File: config.mk
export PLATFORM = sky130hd
export DESIGN_NAME = machine_alarm_supervisor_top_flat
export DESIGN_NICKNAME = d
export VERILOG_FILES = /design/src/rtl/mas_pkg.sv /design/src/rtl/mas_channels.sv /design/src/rtl/mas_cfg_regs.sv /design/src/rtl/mas_mismatch.sv /design/src/rtl/mas_eval.sv /design/src/rtl/machine_alarm_supervisor_top.sv /design/src/flat_wrapper.sv
export SDC_FILE = /design/constraint.sdc
export NUM_CORES = 1
export LEC_CHECK = 0
export ABC_AREA = 0
export BUFFER_PORTS_ARGS = -buffer_cell sky130_fd_sc_hd__buf_2
export CORE_ASPECT_RATIO = 0.7
export CORE_MARGIN = 4
export CORE_UTILIZATION = 40
export DETAILED_ROUTE_END_ITERATION = 8
export GPL_ROUTABILITY_DRIVEN = 1
export REMOVE_ABC_BUFFERS = 1
export SYNTH_ARGS = -nofsm -noshare
export SYNTH_HDL_FRONTEND = slang
export SYNTH_SLANG_ARGS = --single-unit
File: constraint.sdc
create_clock -name clk -period 5.15 [get_ports clk]
set_input_delay 0.515 -clock clk [delete_from_list [all_inputs] [get_ports clk]]
set_output_delay 0.515 -clock clk [all_outputs]
set_load 0.05 [all_outputs]
File: src/rtl/mas_pkg.sv
package mas_pkg;

  localparam int TIMER_BITS_DEF = 16;

  localparam int CFG_IDX_BITS = 3;
  localparam int CFG_DATA_BITS = 16;

  localparam logic [CFG_IDX_BITS-1:0] REG_MAX_BEAN_TEMP = 3'd0;
  localparam logic [CFG_IDX_BITS-1:0] REG_MAX_AIR_TEMP = 3'd1;
  localparam logic [CFG_IDX_BITS-1:0] REG_TEMP_BAND = 3'd2;
  localparam logic [CFG_IDX_BITS-1:0] REG_MAX_RISE_RATE = 3'd3;
  localparam logic [CFG_IDX_BITS-1:0] REG_RISE_BAND = 3'd4;
  localparam logic [CFG_IDX_BITS-1:0] REG_MISMATCH_TIMEOUT = 3'd5;
  localparam logic [CFG_IDX_BITS-1:0] REG_AGITATOR_WATCH = 3'd6;

  localparam int ALM_OVERTEMP = 0;
  localparam int ALM_SENSOR = 1;
  localparam int ALM_RISE = 2;
  localparam int ALM_EMERGENCY = 3;
  localparam int ALM_MOTORS = 4;
  localparam int ALM_AGITATOR = 5;
  localparam int ALM_COOLER = 6;
  localparam int ALM_BITS = 7;

  typedef struct packed {
    logic [13:0] max_bean_temp;
    logic [13:0] max_air_temp;
    logic [9:0]  temp_band;
    logic [13:0] max_rise_rate;
    logic [9:0]  rise_band;
    logic [15:0] mismatch_timeout_ms;
    logic        agitator_watch_enable;
  } cfg_t;

  localparam cfg_t CFG_RESET = '{
    max_bean_temp: 14'd2500,
    max_air_temp: 14'd3500,
    temp_band: 10'd100,
    max_rise_rate: 14'd300,
    rise_band: 10'd10,
    mismatch_timeout_ms: 16'd5000,
    agitator_watch_enable: 1'b1
  };

  typedef struct packed {
    logic signed [14:0] bean_temp;
    logic signed [14:0] air_temp;
    logic signed [14:0] rise_rate;
    logic               emergency;
    logic               run_cmd;
    logic               drum_ok;
    logic               exhaust_ok;
    logic               agitate_cmd;
    logic               agitator_ok;
    logic               cool_cmd;
    logic               cooler_ok;
    logic [9:0]         elapsed_ms;
  } item_t;

  typedef struct packed {
    logic [ALM_BITS-1:0] alarm_flags;
    logic                temp_ok;
    logic                burner_minimum;
    logic                run_lamp;
    logic                agitate_lamp;
    logic                cool_lamp;
    logic                discharge_lamp;
  } result_t;

endpackage

File: src/rtl/mas_channels.sv
interface mas_tick_if;
  logic               valid;
  logic               ready;
  logic signed [14:0] bean_temp;
  logic signed [14:0] air_temp;
  logic signed [14:0] rise_rate;
  logic               emergency;
  logic               run_cmd;
  logic               drum_ok;
  logic               exhaust_ok;
  logic               agitate_cmd;
  logic               agitator_ok;
  logic               cool_cmd;
  logic               cooler_ok;
  logic [9:0]         elapsed_ms;

  modport source (
    output valid, bean_temp, air_temp, rise_rate, emergency, run_cmd, drum_ok,
    output exhaust_ok, agitate_cmd, agitator_ok, cool_cmd, cooler_ok, elapsed_ms,
    input ready
  );
  modport sink (
    input valid, bean_temp, air_temp, rise_rate, emergency, run_cmd, drum_ok,
    input exhaust_ok, agitate_cmd, agitator_ok, cool_cmd, cooler_ok, elapsed_ms,
    output ready
  );
endinterface

interface mas_result_if;
  logic       valid;
  logic       ready;
  logic [6:0] alarm_flags;
  logic       temp_ok;
  logic       burner_minimum;
  logic       run_lamp;
  logic       agitate_lamp;
  logic       cool_lamp;
  logic       discharge_lamp;

  modport source (
    output valid, alarm_flags, temp_ok, burner_minimum, run_lamp, agitate_lamp,
    output cool_lamp, discharge_lamp,
    input ready
  );
  modport sink (
    input valid, alarm_flags, temp_ok, burner_minimum, run_lamp, agitate_lamp,
    input cool_lamp, discharge_lamp,
    output ready
  );
endinterface

interface mas_cfg_if;
  logic        valid;
  logic        ready;
  logic [2:0]  index;
  logic [15:0] wdata;

  modport source (output valid, index, wdata, input ready);
  modport sink (input valid, index, wdata, output ready);
endinterface

File: src/rtl/mas_cfg_regs.sv
module mas_cfg_regs
  import mas_pkg::*;
(
  input  logic                     clk,
  input  logic                     rst,
  input  logic                     wr_en,
  input  logic [CFG_IDX_BITS-1:0]  wr_index,
  input  logic [CFG_DATA_BITS-1:0] wr_data,
  output cfg_t                     cfg
);

  cfg_t regs;
  cfg_t regs_next;

  always_comb begin
    regs_next = regs;
    if (wr_en) begin
      unique case (wr_index)
        REG_MAX_BEAN_TEMP:    regs_next.max_bean_temp = wr_data[13:0];
        REG_MAX_AIR_TEMP:     regs_next.max_air_temp = wr_data[13:0];
        REG_TEMP_BAND:        regs_next.temp_band = wr_data[9:0];
        REG_MAX_RISE_RATE:    regs_next.max_rise_rate = wr_data[13:0];
        REG_RISE_BAND:        regs_next.rise_band = wr_data[9:0];
        REG_MISMATCH_TIMEOUT: regs_next.mismatch_timeout_ms = wr_data;
        REG_AGITATOR_WATCH:   regs_next.agitator_watch_enable = wr_data[0];
        default:              regs_next = regs;
      endcase
    end
  end

  always_ff @(posedge clk) begin
    if (rst) begin
      regs <= CFG_RESET;
    end else begin
      regs <= regs_next;
    end
  end

  assign cfg = regs;

endmodule

File: src/rtl/mas_mismatch.sv
module mas_mismatch
  import mas_pkg::*;
#(
  parameter int TIMER_BITS = TIMER_BITS_DEF
) (
  input  logic        clk,
  input  logic        rst,
  input  logic        en,
  input  logic        cmd,
  input  logic        ok,
  input  logic        may_set,
  input  logic [9:0]  elapsed_ms,
  input  logic [15:0] timeout_ms,
  output logic        alarm_next
);

  localparam int SW = (TIMER_BITS > 10 ? TIMER_BITS : 10) + 1;
  localparam int CW = TIMER_BITS > 16 ? TIMER_BITS : 16;

  logic [TIMER_BITS-1:0] timer;
  logic [TIMER_BITS-1:0] timer_next;
  logic                  running;
  logic                  alarm;
  logic [SW-1:0]         sum;
  logic                  due;

  assign sum = SW'(timer) + SW'(elapsed_ms);

  always_comb begin
    if (!cmd) begin
      timer_next = '0;
    end else if (!running) begin
      timer_next = '0;
    end else if (sum > SW'({TIMER_BITS{1'b1}})) begin
      timer_next = {TIMER_BITS{1'b1}};
    end else begin
      timer_next = sum[TIMER_BITS-1:0];
    end
  end

  assign due = CW'(timer_next) >= CW'(timeout_ms);

  always_comb begin
    alarm_next = alarm;
    if (cmd && !ok && may_set && due) begin
      alarm_next = 1'b1;
    end
    if (!cmd || ok) begin
      alarm_next = 1'b0;
    end
  end

  always_ff @(posedge clk) begin
    if (rst) begin
      timer <= '0;
      running <= 1'b0;
      alarm <= 1'b0;
    end else if (en) begin
      timer <= timer_next;
      running <= cmd;
      alarm <= alarm_next;
    end
  end

endmodule

File: src/rtl/mas_eval.sv
module mas_eval
  import mas_pkg::*;
#(
  parameter int TIMER_BITS = TIMER_BITS_DEF
) (
  input  logic    clk,
  input  logic    rst,
  input  logic    en,
  input  cfg_t    cfg,
  input  item_t   item,
  output result_t res
);

  logic signed [15:0] bt;
  logic signed [15:0] at;
  logic signed [15:0] rate;
  logic signed [15:0] maxb;
  logic signed [15:0] maxa;
  logic signed [15:0] maxr;
  logic signed [15:0] maxb_low;
  logic signed [15:0] maxa_low;
  logic signed [15:0] maxr_low;

  logic overtemp;
  logic overtemp_next;
  logic temp_ok;
  logic temp_ok_next;
  logic rise;
  logic rise_next;
  logic discharge;
  logic discharge_next;
  logic sensor;
  logic both_run;
  logic motors_alarm;
  logic agitator_alarm;
  logic cooler_alarm;

  assign bt = {item.bean_temp[14], item.bean_temp};
  assign at = {item.air_temp[14], item.air_temp};
  assign rate = {item.rise_rate[14], item.rise_rate};
  assign maxb = {2'b00, cfg.max_bean_temp};
  assign maxa = {2'b00, cfg.max_air_temp};
  assign maxr = {2'b00, cfg.max_rise_rate};
  assign maxb_low = maxb - {6'b0, cfg.temp_band};
  assign maxa_low = maxa - {6'b0, cfg.temp_band};
  assign maxr_low = maxr - {6'b0, cfg.rise_band};

  assign sensor = (at <= 16'sd0) || (bt <= 16'sd0);
  assign both_run = item.drum_ok && item.exhaust_ok;

  always_comb begin
    overtemp_next = overtemp;
    temp_ok_next = temp_ok;
    if (bt > maxb || at > maxa) begin
      overtemp_next = 1'b1;
      temp_ok_next = 1'b0;
    end else if (bt < maxb_low && at < maxa_low) begin
      overtemp_next = 1'b0;
      temp_ok_next = 1'b1;
    end
    if (sensor) begin
      temp_ok_next = 1'b0;
    end
  end

  always_comb begin
    rise_next = rise;
    if (rate > maxr) begin
      rise_next = 1'b1;
    end else if (rate < maxr_low) begin
      rise_next = 1'b0;
    end
  end

  always_comb begin
    discharge_next = discharge;
    if (item.cooler_ok && item.agitator_ok) begin
      discharge_next = 1'b1;
    end else if (!item.cooler_ok && !item.agitator_ok) begin
      discharge_next = 1'b0;
    end
  end

  mas_mismatch #(.TIMER_BITS(TIMER_BITS)) u_motors (
    .clk(clk), .rst(rst), .en(en),
    .cmd(item.run_cmd), .ok(both_run), .may_set(1'b1),
    .elapsed_ms(item.elapsed_ms), .timeout_ms(cfg.mismatch_timeout_ms),
    .alarm_next(motors_alarm)
  );

  mas_mismatch #(.TIMER_BITS(TIMER_BITS)) u_agitator (
    .clk(clk), .rst(rst), .en(en),
    .cmd(item.agitate_cmd), .ok(item.agitator_ok), .may_set(cfg.agitator_watch_enable),
    .elapsed_ms(item.elapsed_ms), .timeout_ms(cfg.mismatch_timeout_ms),
    .alarm_next(agitator_alarm)
  );

  mas_mismatch #(.TIMER_BITS(TIMER_BITS)) u_cooler (
    .clk(clk), .rst(rst), .en(en),
    .cmd(item.cool_cmd), .ok(item.cooler_ok), .may_set(1'b1),
    .elapsed_ms(item.elapsed_ms), .timeout_ms(cfg.mismatch_timeout_ms),
    .alarm_next(cooler_alarm)
  );

  always_ff @(posedge clk) begin
    if (rst) begin
      overtemp <= 1'b0;
      temp_ok <= 1'b0;
      rise <= 1'b0;
      discharge <= 1'b0;
    end else if (en) begin
      overtemp <= overtemp_next;
      temp_ok <= temp_ok_next;
      rise <= rise_next;
      discharge <= discharge_next;
    end
  end

  always_comb begin
    res.alarm_flags[ALM_OVERTEMP] = overtemp_next;
    res.alarm_flags[ALM_SENSOR] = sensor;
    res.alarm_flags[ALM_RISE] = rise_next;
    res.alarm_flags[ALM_EMERGENCY] = item.emergency;
    res.alarm_flags[ALM_MOTORS] = motors_alarm;
    res.alarm_flags[ALM_AGITATOR] = agitator_alarm;
    res.alarm_flags[ALM_COOLER] = cooler_alarm;
    res.temp_ok = temp_ok_next;
    res.burner_minimum = rise_next;
    res.run_lamp = both_run;
    res.agitate_lamp = item.agitator_ok;
    res.cool_lamp = item.cooler_ok;
    res.discharge_lamp = discharge_next;
  end

endmodule

File: src/rtl/machine_alarm_supervisor_top.sv
// Path: a tick is captured in the input register, evaluated, and its result is
// captured in the result register, from which it is offered as the result transaction.
// Throughput: one tick per cycle while the result side is ready, set by the
// single evaluation stage between the input register and the result register.
// Reset: synchronous; clears both stage valids, alarm state, timers and the
// discharge flag, and loads the default limits. No clearing pass is needed.
module machine_alarm_supervisor_top
  import mas_pkg::*;
#(
  parameter int TIMER_BITS = TIMER_BITS_DEF
) (
  input logic         clk,
  input logic         rst,
  mas_tick_if.sink    tick,
  mas_cfg_if.sink     cfg,
  mas_result_if.source result
);

  cfg_t    cfg_q;
  item_t   in_q;
  logic    in_valid;
  result_t eval_res;
  result_t out_q;
  logic    out_valid;
  logic    advance;

  assign cfg.ready = 1'b1;

  mas_cfg_regs u_cfg (
    .clk(clk),
    .rst(rst),
    .wr_en(cfg.valid && cfg.ready),
    .wr_index(cfg.index),
    .wr_data(cfg.wdata),
    .cfg(cfg_q)
  );

  assign advance = in_valid && (!out_valid || result.ready);
  assign tick.ready = !in_valid || advance;

  always_ff @(posedge clk) begin
    if (rst) begin
      in_valid <= 1'b0;
    end else if (tick.ready) begin
      in_valid <= tick.valid;
    end
  end

  always_ff @(posedge clk) begin
    if (tick.valid && tick.ready) begin
      in_q.bean_temp <= tick.bean_temp;
      in_q.air_temp <= tick.air_temp;
      in_q.rise_rate <= tick.rise_rate;
      in_q.emergency <= tick.emergency;
      in_q.run_cmd <= tick.run_cmd;
      in_q.drum_ok <= tick.drum_ok;
      in_q.exhaust_ok <= tick.exhaust_ok;
      in_q.agitate_cmd <= tick.agitate_cmd;
      in_q.agitator_ok <= tick.agitator_ok;
      in_q.cool_cmd <= tick.cool_cmd;
      in_q.cooler_ok <= tick.cooler_ok;
      in_q.elapsed_ms <= tick.elapsed_ms;
    end
  end

  mas_eval #(.TIMER_BITS(TIMER_BITS)) u_eval (
    .clk(clk),
    .rst(rst),
    .en(advance),
    .cfg(cfg_q),
    .item(in_q),
    .res(eval_res)
  );

  always_ff @(posedge clk) begin
    if (rst) begin
      out_valid <= 1'b0;
    end else if (advance) begin
      out_valid <= 1'b1;
    end else if (result.ready) begin
      out_valid <= 1'b0;
    end
  end

  always_ff @(posedge clk) begin
    if (advance) begin
      out_q <= eval_res;
    end
  end

  assign result.valid = out_valid;
  assign result.alarm_flags = out_q.alarm_flags;
  assign result.temp_ok = out_q.temp_ok;
  assign result.burner_minimum = out_q.burner_minimum;
  assign result.run_lamp = out_q.run_lamp;
  assign result.agitate_lamp = out_q.agitate_lamp;
  assign result.cool_lamp = out_q.cool_lamp;
  assign result.discharge_lamp = out_q.discharge_lamp;

  assert property (@(posedge clk) disable iff (rst)
    out_valid |-> (out_q.burner_minimum == out_q.alarm_flags[ALM_RISE]))
    else $error("burner minimum differs from rise alarm");

  assert property (@(posedge clk) disable iff (rst)
    out_valid && (out_q.alarm_flags[ALM_SENSOR] || out_q.alarm_flags[ALM_OVERTEMP])
      |-> !out_q.temp_ok)
    else $error("temp_ok high with a temperature alarm");

  assert property (@(posedge clk) disable iff (rst)
    out_valid && out_q.run_lamp |-> !out_q.alarm_flags[ALM_MOTORS])
    else $error("motor mismatch alarm while motors confirmed");

  assert property (@(posedge clk) disable iff (rst)
    out_valid && !result.ready |=> out_valid && $stable(out_q))
    else $error("held result changed while stalled");

endmodule
File: src/flat_wrapper.sv
// flat-port wrapper written by rule: the top's interface ports become plain ports
module machine_alarm_supervisor_top_flat import mas_pkg::*;
#(
  parameter int TIMER_BITS = TIMER_BITS_DEF
)
  (clk, rst, tick_valid, tick_bean_temp, tick_air_temp, tick_rise_rate, tick_emergency, tick_run_cmd, tick_drum_ok, tick_exhaust_ok, tick_agitate_cmd, tick_agitator_ok, tick_cool_cmd, tick_cooler_ok, tick_elapsed_ms, tick_ready, cfg_valid, cfg_index, cfg_wdata, cfg_ready, result_valid, result_alarm_flags, result_temp_ok, result_burner_minimum, result_run_lamp, result_agitate_lamp, result_cool_lamp, result_discharge_lamp, result_ready);
  mas_tick_if tick_i ();
  mas_cfg_if cfg_i ();
  mas_result_if result_i ();
  input logic clk;
  input logic rst;
  input wire logic [$bits(tick_i.valid)-1:0] tick_valid;
  input wire logic [$bits(tick_i.bean_temp)-1:0] tick_bean_temp;
  input wire logic [$bits(tick_i.air_temp)-1:0] tick_air_temp;
  input wire logic [$bits(tick_i.rise_rate)-1:0] tick_rise_rate;
  input wire logic [$bits(tick_i.emergency)-1:0] tick_emergency;
  input wire logic [$bits(tick_i.run_cmd)-1:0] tick_run_cmd;
  input wire logic [$bits(tick_i.drum_ok)-1:0] tick_drum_ok;
  input wire logic [$bits(tick_i.exhaust_ok)-1:0] tick_exhaust_ok;
  input wire logic [$bits(tick_i.agitate_cmd)-1:0] tick_agitate_cmd;
  input wire logic [$bits(tick_i.agitator_ok)-1:0] tick_agitator_ok;
  input wire logic [$bits(tick_i.cool_cmd)-1:0] tick_cool_cmd;
  input wire logic [$bits(tick_i.cooler_ok)-1:0] tick_cooler_ok;
  input wire logic [$bits(tick_i.elapsed_ms)-1:0] tick_elapsed_ms;
  output wire logic [$bits(tick_i.ready)-1:0] tick_ready;
  input wire logic [$bits(cfg_i.valid)-1:0] cfg_valid;
  input wire logic [$bits(cfg_i.index)-1:0] cfg_index;
  input wire logic [$bits(cfg_i.wdata)-1:0] cfg_wdata;
  output wire logic [$bits(cfg_i.ready)-1:0] cfg_ready;
  output wire logic [$bits(result_i.valid)-1:0] result_valid;
  output wire logic [$bits(result_i.alarm_flags)-1:0] result_alarm_flags;
  output wire logic [$bits(result_i.temp_ok)-1:0] result_temp_ok;
  output wire logic [$bits(result_i.burner_minimum)-1:0] result_burner_minimum;
  output wire logic [$bits(result_i.run_lamp)-1:0] result_run_lamp;
  output wire logic [$bits(result_i.agitate_lamp)-1:0] result_agitate_lamp;
  output wire logic [$bits(result_i.cool_lamp)-1:0] result_cool_lamp;
  output wire logic [$bits(result_i.discharge_lamp)-1:0] result_discharge_lamp;
  input wire logic [$bits(result_i.ready)-1:0] result_ready;
  assign tick_i.valid = tick_valid;
  assign tick_i.bean_temp = tick_bean_temp;
  assign tick_i.air_temp = tick_air_temp;
  assign tick_i.rise_rate = tick_rise_rate;
  assign tick_i.emergency = tick_emergency;
  assign tick_i.run_cmd = tick_run_cmd;
  assign tick_i.drum_ok = tick_drum_ok;
  assign tick_i.exhaust_ok = tick_exhaust_ok;
  assign tick_i.agitate_cmd = tick_agitate_cmd;
  assign tick_i.agitator_ok = tick_agitator_ok;
  assign tick_i.cool_cmd = tick_cool_cmd;
  assign tick_i.cooler_ok = tick_cooler_ok;
  assign tick_i.elapsed_ms = tick_elapsed_ms;
  assign tick_ready = tick_i.ready;
  assign cfg_i.valid = cfg_valid;
  assign cfg_i.index = cfg_index;
  assign cfg_i.wdata = cfg_wdata;
  assign cfg_ready = cfg_i.ready;
  assign result_valid = result_i.valid;
  assign result_alarm_flags = result_i.alarm_flags;
  assign result_temp_ok = result_i.temp_ok;
  assign result_burner_minimum = result_i.burner_minimum;
  assign result_run_lamp = result_i.run_lamp;
  assign result_agitate_lamp = result_i.agitate_lamp;
  assign result_cool_lamp = result_i.cool_lamp;
  assign result_discharge_lamp = result_i.discharge_lamp;
  assign result_i.ready = result_ready;
  machine_alarm_supervisor_top #(.TIMER_BITS(TIMER_BITS)) u_core (.clk(clk), .rst(rst), .tick(tick_i), .cfg(cfg_i), .result(result_i));
endmodule
---- Word-level counts from Yosys, hierarchy flattened ----
Index checks and enable logic that the tools add are counted.
word-level totals
  register bits after elaboration ......... 215
  output and inout bits ................... 16
  bits of input ports ..................... 87
operators by class
  add/sub/neg operators ................... 6
  muxes and demuxes ....................... 26
  equal/unequal tests ..................... 6
  $lt $le $gt $ge ......................... 14
  reduce and logical (&&, ||, !) cells .... 37
operators with widths
  kind                  count
  $mux 16               9
  $add 16x10->17        3
  $gt 17x16->1 const B  3
  $ge 16x16->1          3
  $gt 15x15->1          3
  $lt 15x15->1          3
  $sub 14x10->15        3
  $le 15x1->1 const B   2
  $mux 1                17
  $reduce_and 2->1      7
  $logic_and 1x1->1     13
  $eq 3x3->1 const B    3
  $logic_not 1->1       8
  $logic_or 1x1->1      7
  $eq 3x2->1 const B    2
  $eq 3x1->1 const B    1
  $logic_not 3->1       1
  $reduce_bool 2->1     1

---- Longest topological paths before layout ----
  depth after elaboration ................. 9
  depth in mapped cells ................... 19

---- Modules after synthesis ----
A second synthesis with hierarchy kept.
unflattened totals
  cell total of the unflattened synthesis .. 1660
  area, all modules ....................... 15084.5 um^2
by module, submodules not included
  module                                       cells an instance  instances  area each (um^2)
  mas_eval                                     541                1          3957.5
  mas_mismatch (u_core.u_eval.u_agitator ...)  250                2          1861.8
  mas_cfg_regs                                 303                1          3210.6
  machine_alarm_supervisor_top                 88                 1          2397.3
  mas_mismatch (u_core.u_eval.u_motors)        228                1          1795.5

---- Least setup slack after synthesis ----
No wires, ideal clock.
  path kind ............................... register to register
  start ................................... register u_core.in_q[0] (netlist name)
  end ..................................... register u_core.out_q, in the netlist u_core.result.alarm_flags[6] (data pin)
  stages on the path, launching flop included .. 20
  arrival ................................. 3.509 ns
  required time ........................... 4.876 ns
  library setup time ...................... 0.274 ns
  period minus slack after synthesis ...... 3.784 ns
  buffers on the path ..................... 2
  setup slack ............................. 1.366 ns
  cell sequence ........................... edfxtp_1 > ha_1 > inv_1 > fa_1 > nor2b_1 > o31ai_2 > a211oi_1 > or2_1 > buf_6 > and2_1 > clkbuf_1 > a21oi_1 > nor2_1 > ha_1 > a21o_1 > a21o_1 > a21oi_1 > nor2_1 > a2111oi_0 > a21oi_1
RTL lines
  item                  line                                text
  end signal, assigned  machine_alarm_supervisor_top.sv:87  out_q <= eval_res;
  end, declared         machine_alarm_supervisor_top.sv:23  result_t out_q;

==> impl_metrics.toml <==
[timing]
tightest_slew_ns = 1.20
rsz0062_at_grt = "no"
setup_viol = 0
tns_ns = 0
clock.fmax_mhz = 224
slew_violations = 0
period_minus_slack_ns = 4.46
fin_skew_ns = 0.0150
whs_ns = 0.135
relSlewSlack = 0.197
hold_viol = 0
setup_slack_ns = 0.691
post-route-period-util = 0.866

[placed_design]
io_buffers = 101
post-place-ws_ns = 0.754
gp_congestion = 0.909
hpwlAfterDp_mm = 29.8

[synthesis]
synth_edf_count = 75
avgSynthCellArea_um2 = 8.76
yosys-top-cells-area = "dfxtp_1 20%, ha_1 17%, edfxtp_1 16%"
synthArstFlopShare = 0
synthesis.area_mm2 = 0.0139
synth_seq_cells = 214
synthCells = 1586
synthDistinctLibCells = 70
yosysSeqAreaShare = 0.363
yosys.area.top_type = "dfxtp_1"
ys.flop_type = "dfxtp_1"
synth_top_area_frac = 0.200
synth_warnings = 0

[cts]
cts_root_buffer = "clkbuf_16"
cts_max_level = 1
clkLatencyLatePin_ns = 0.55
cts_tree = "yes"
cts_setup_buffers = 0
hold_buffers = 0
ctsLongestPathBuffers = 3
clock-sinks = 214
cts_resized = 0
cts-buffers-inserted = 24
clkTransAtPathRegs_ns = 0.07

[pwr]
p_comb_frac = 0.130
seqPwrFrac = 0.430
power.leakage_nw = 6.43
p_switching_mw = 1.16
p_int_mw = 3.18
p_clk_frac = 0.440
vdd_drop_max_mv = 0.216
p_sw_frac = 0.266
p_per_area_mw_per_mm2 = 276

[finish]
num-nets-final = 1951
antenna_cells = 0
regArea_mm2 = 0.00503
layout_common_cells = "212 x nand2_1, 192 x ha_1, 159 x a21oi_1, 139 x dfxtp_1, 112 x inv_1"
syn_to_final_growth_pct = 12.9
drive_gt1_frac = 0.103
fill_cells = 3253
mostFrequentLayoutCell = "nand2_1"
multiInputGateArea_mm2 = 0.00819

[drt]
wire_per_inst_um = 18.1
postRouteAntennaNets = 0
vias = 11700
first_pass_iters = 5
viasPerCell = 5.44
wl_mm = 38.9
drc = 0
drtIter0Drc = 1248

[global_routing]
use_met3 = 0.0343
grt_pass1_wl_mm = 61.3
met1_usage = 0.330
antenna_found_initial = 1
grt_pass1_vias = 11000
grt_use_met2 = 0.280
overflow = 0
busiest_layer = "met1"
grt_max_degree = 60
grt_use_total = 0.203

[run]
max_cap_violations = 0

[floorplanning]
die_w_um = 231
initial_core_util = 0.410
fp.dieH_um = 164
ioPinCount = 103
die_area_mm2 = 0.0378
core_area_mm2 = 0.0338
placementRows = 56

[setup_path]
arrival_ns = 4.73
reg2reg_depth = 17
reg2reg_from = "u_core.in_q[0]"
rrSetupSlack_ns = 0.69
crit_path_max_fanout = 8
start_kind = "flip-flop"
r2r_end = "u_core.result.alarm_flags[4]"
cp-end-kind = "flip-flop"
cp_data_required_time_ns = 5.42
crit_type = "reg2reg"

[min_path]
hp-start = "tick_elapsed_ms[4]"
hold_path.class = "in2reg"
holdPathEnd = "u_core.in_q[4]"
holdPathStages = 1

[outcome]
status = "completed"
through the flow:
stage	power [mW]	instance area, um^2	instances	utilization
after floorplan	2.25	13600	1530	-
after global routing	4.51	15700	2148	0.463
after CTS	4.37	15700	2148	0.463
after detailed placement	2.45	14800	2104	0.438
after global placement	2.44	14800	2104	0.438
final	4.34	15700	2148	0.463
synth_stat cells, drive strengths merged, types with 3 or more instances:
cell type / count
a31oi: 14
edfxtp: 75
xnor2: 38
o211ai: 26
mux2i: 3
nand3: 33
a41o: 3
nor3b: 5
and3: 8
a21o: 47
fa: 6
ha: 192
a21oi: 159
o311ai: 3
nor3: 27
nand2: 212
a311oi: 7
o2111ai: 4
inv: 113
buf: 10
a211oi: 23
a41oi: 6
a2111oi: 5
clkbuf: 46
and2: 19
o21a: 14
nand2b: 15
xor2: 17
nand4: 19
a221oi: 6
or2: 13
a211o: 3
nand3b: 13
nor2: 107
o21ai: 71
nor4: 15
a31o: 9
or3: 6
o21bai: 4
dfxtp: 139
o31ai: 6
nor2b: 22
registers in the layout, summed over array words and instances (netlist names), 7 cells and up:
name and cells:
u_core.result.alarm_flags 7, u_core.u_eval.u_motors.timer 16, u_core.u_eval.u_cooler.timer 16, u_core.in_q 63, u_core.u_cfg.cfg 79, u_core.u_eval.u_agitator.timer 16
power by group through the flow:
stage          combinational, mW  clock, mW  sequential, mW
2_1_floorplan              0.352          0            1.90
3_3_place_gp               0.543          0            1.90
3_5_place_dp               0.555          0            1.90
4_1_cts                    0.559       1.95            1.86
5_1_grt                    0.634       2.01            1.87
6_report                   0.562       1.91            1.86
final cells by class:
cell class              instances  share of cell area
multi-input cells            1203               0.522
clock buffers                  29              0.0434
well taps                     464              0.0370
repair buffers                110              0.0367
flip-flops and latches        214               0.321
clock inverters                15              0.0124
inverters                     113              0.0270
worst max-delay path, cell delays in order (launching register included):
cell and delay (ns):
edfxtp_1 0.41, ha_1 0.21, inv_1 0.06, fa_1 0.41, nor2b_1 0.19, o31ai_2 0.12, a211oi_1 0.33, or2_1 0.33
and2_1 0.42, a21oi_1 0.12, nor2_1 0.12, ha_1 0.26, a21o_1 0.19, a21o_1 0.16, a21oi_1 0.14, nor2_1 0.05
a2111oi_0 0.55, a21oi_1 0.15
kinds of logic after synthesis:
group	after synthesis	share of synthesized area
mux	3	0.00216
xor+xnor	55	0.0347
fa+ha+maj	199	0.182
buf+inv	169	0.0481
flops	214	0.363
other cells	1	0.000270
simple gates	520	0.175
compound gates	425	0.195
worst max-delay path by stage:
stage | start | endpoint | slack, ns | cells past startpoint
floorplan | u_core.u_cfg.cfg[41] | u_core.result.alarm_flags[0] | 1.44 | 17
global placement | u_core.in_q[0] | u_core.result.alarm_flags[4] | 0.95 | 17
detailed placement | u_core.in_q[0] | u_core.result.alarm_flags[6] | 0.75 | 17
CTS | u_core.in_q[0] | u_core.result.alarm_flags[6] | 0.73 | 17
global route | u_core.in_q[0] | u_core.result.alarm_flags[4] | 0.38 | 17
finish | u_core.in_q[0] | u_core.result.alarm_flags[4] | 0.69 | 17
per-layer routing:
| layer | vias to the layer above | wire length, um | share of wire |
|---|---|---|---|
| li1 | 5856 | - | - |
| met4 | 0 | 562 | 0.014 |
| met2 | 316 | 14700 | 0.38 |
| met5 | - | 0 | 0 |
| met3 | 42 | 2530 | 0.065 |
| met1 | 5472 | 21100 | 0.54 |
Power figures use the tool's default switching activity.
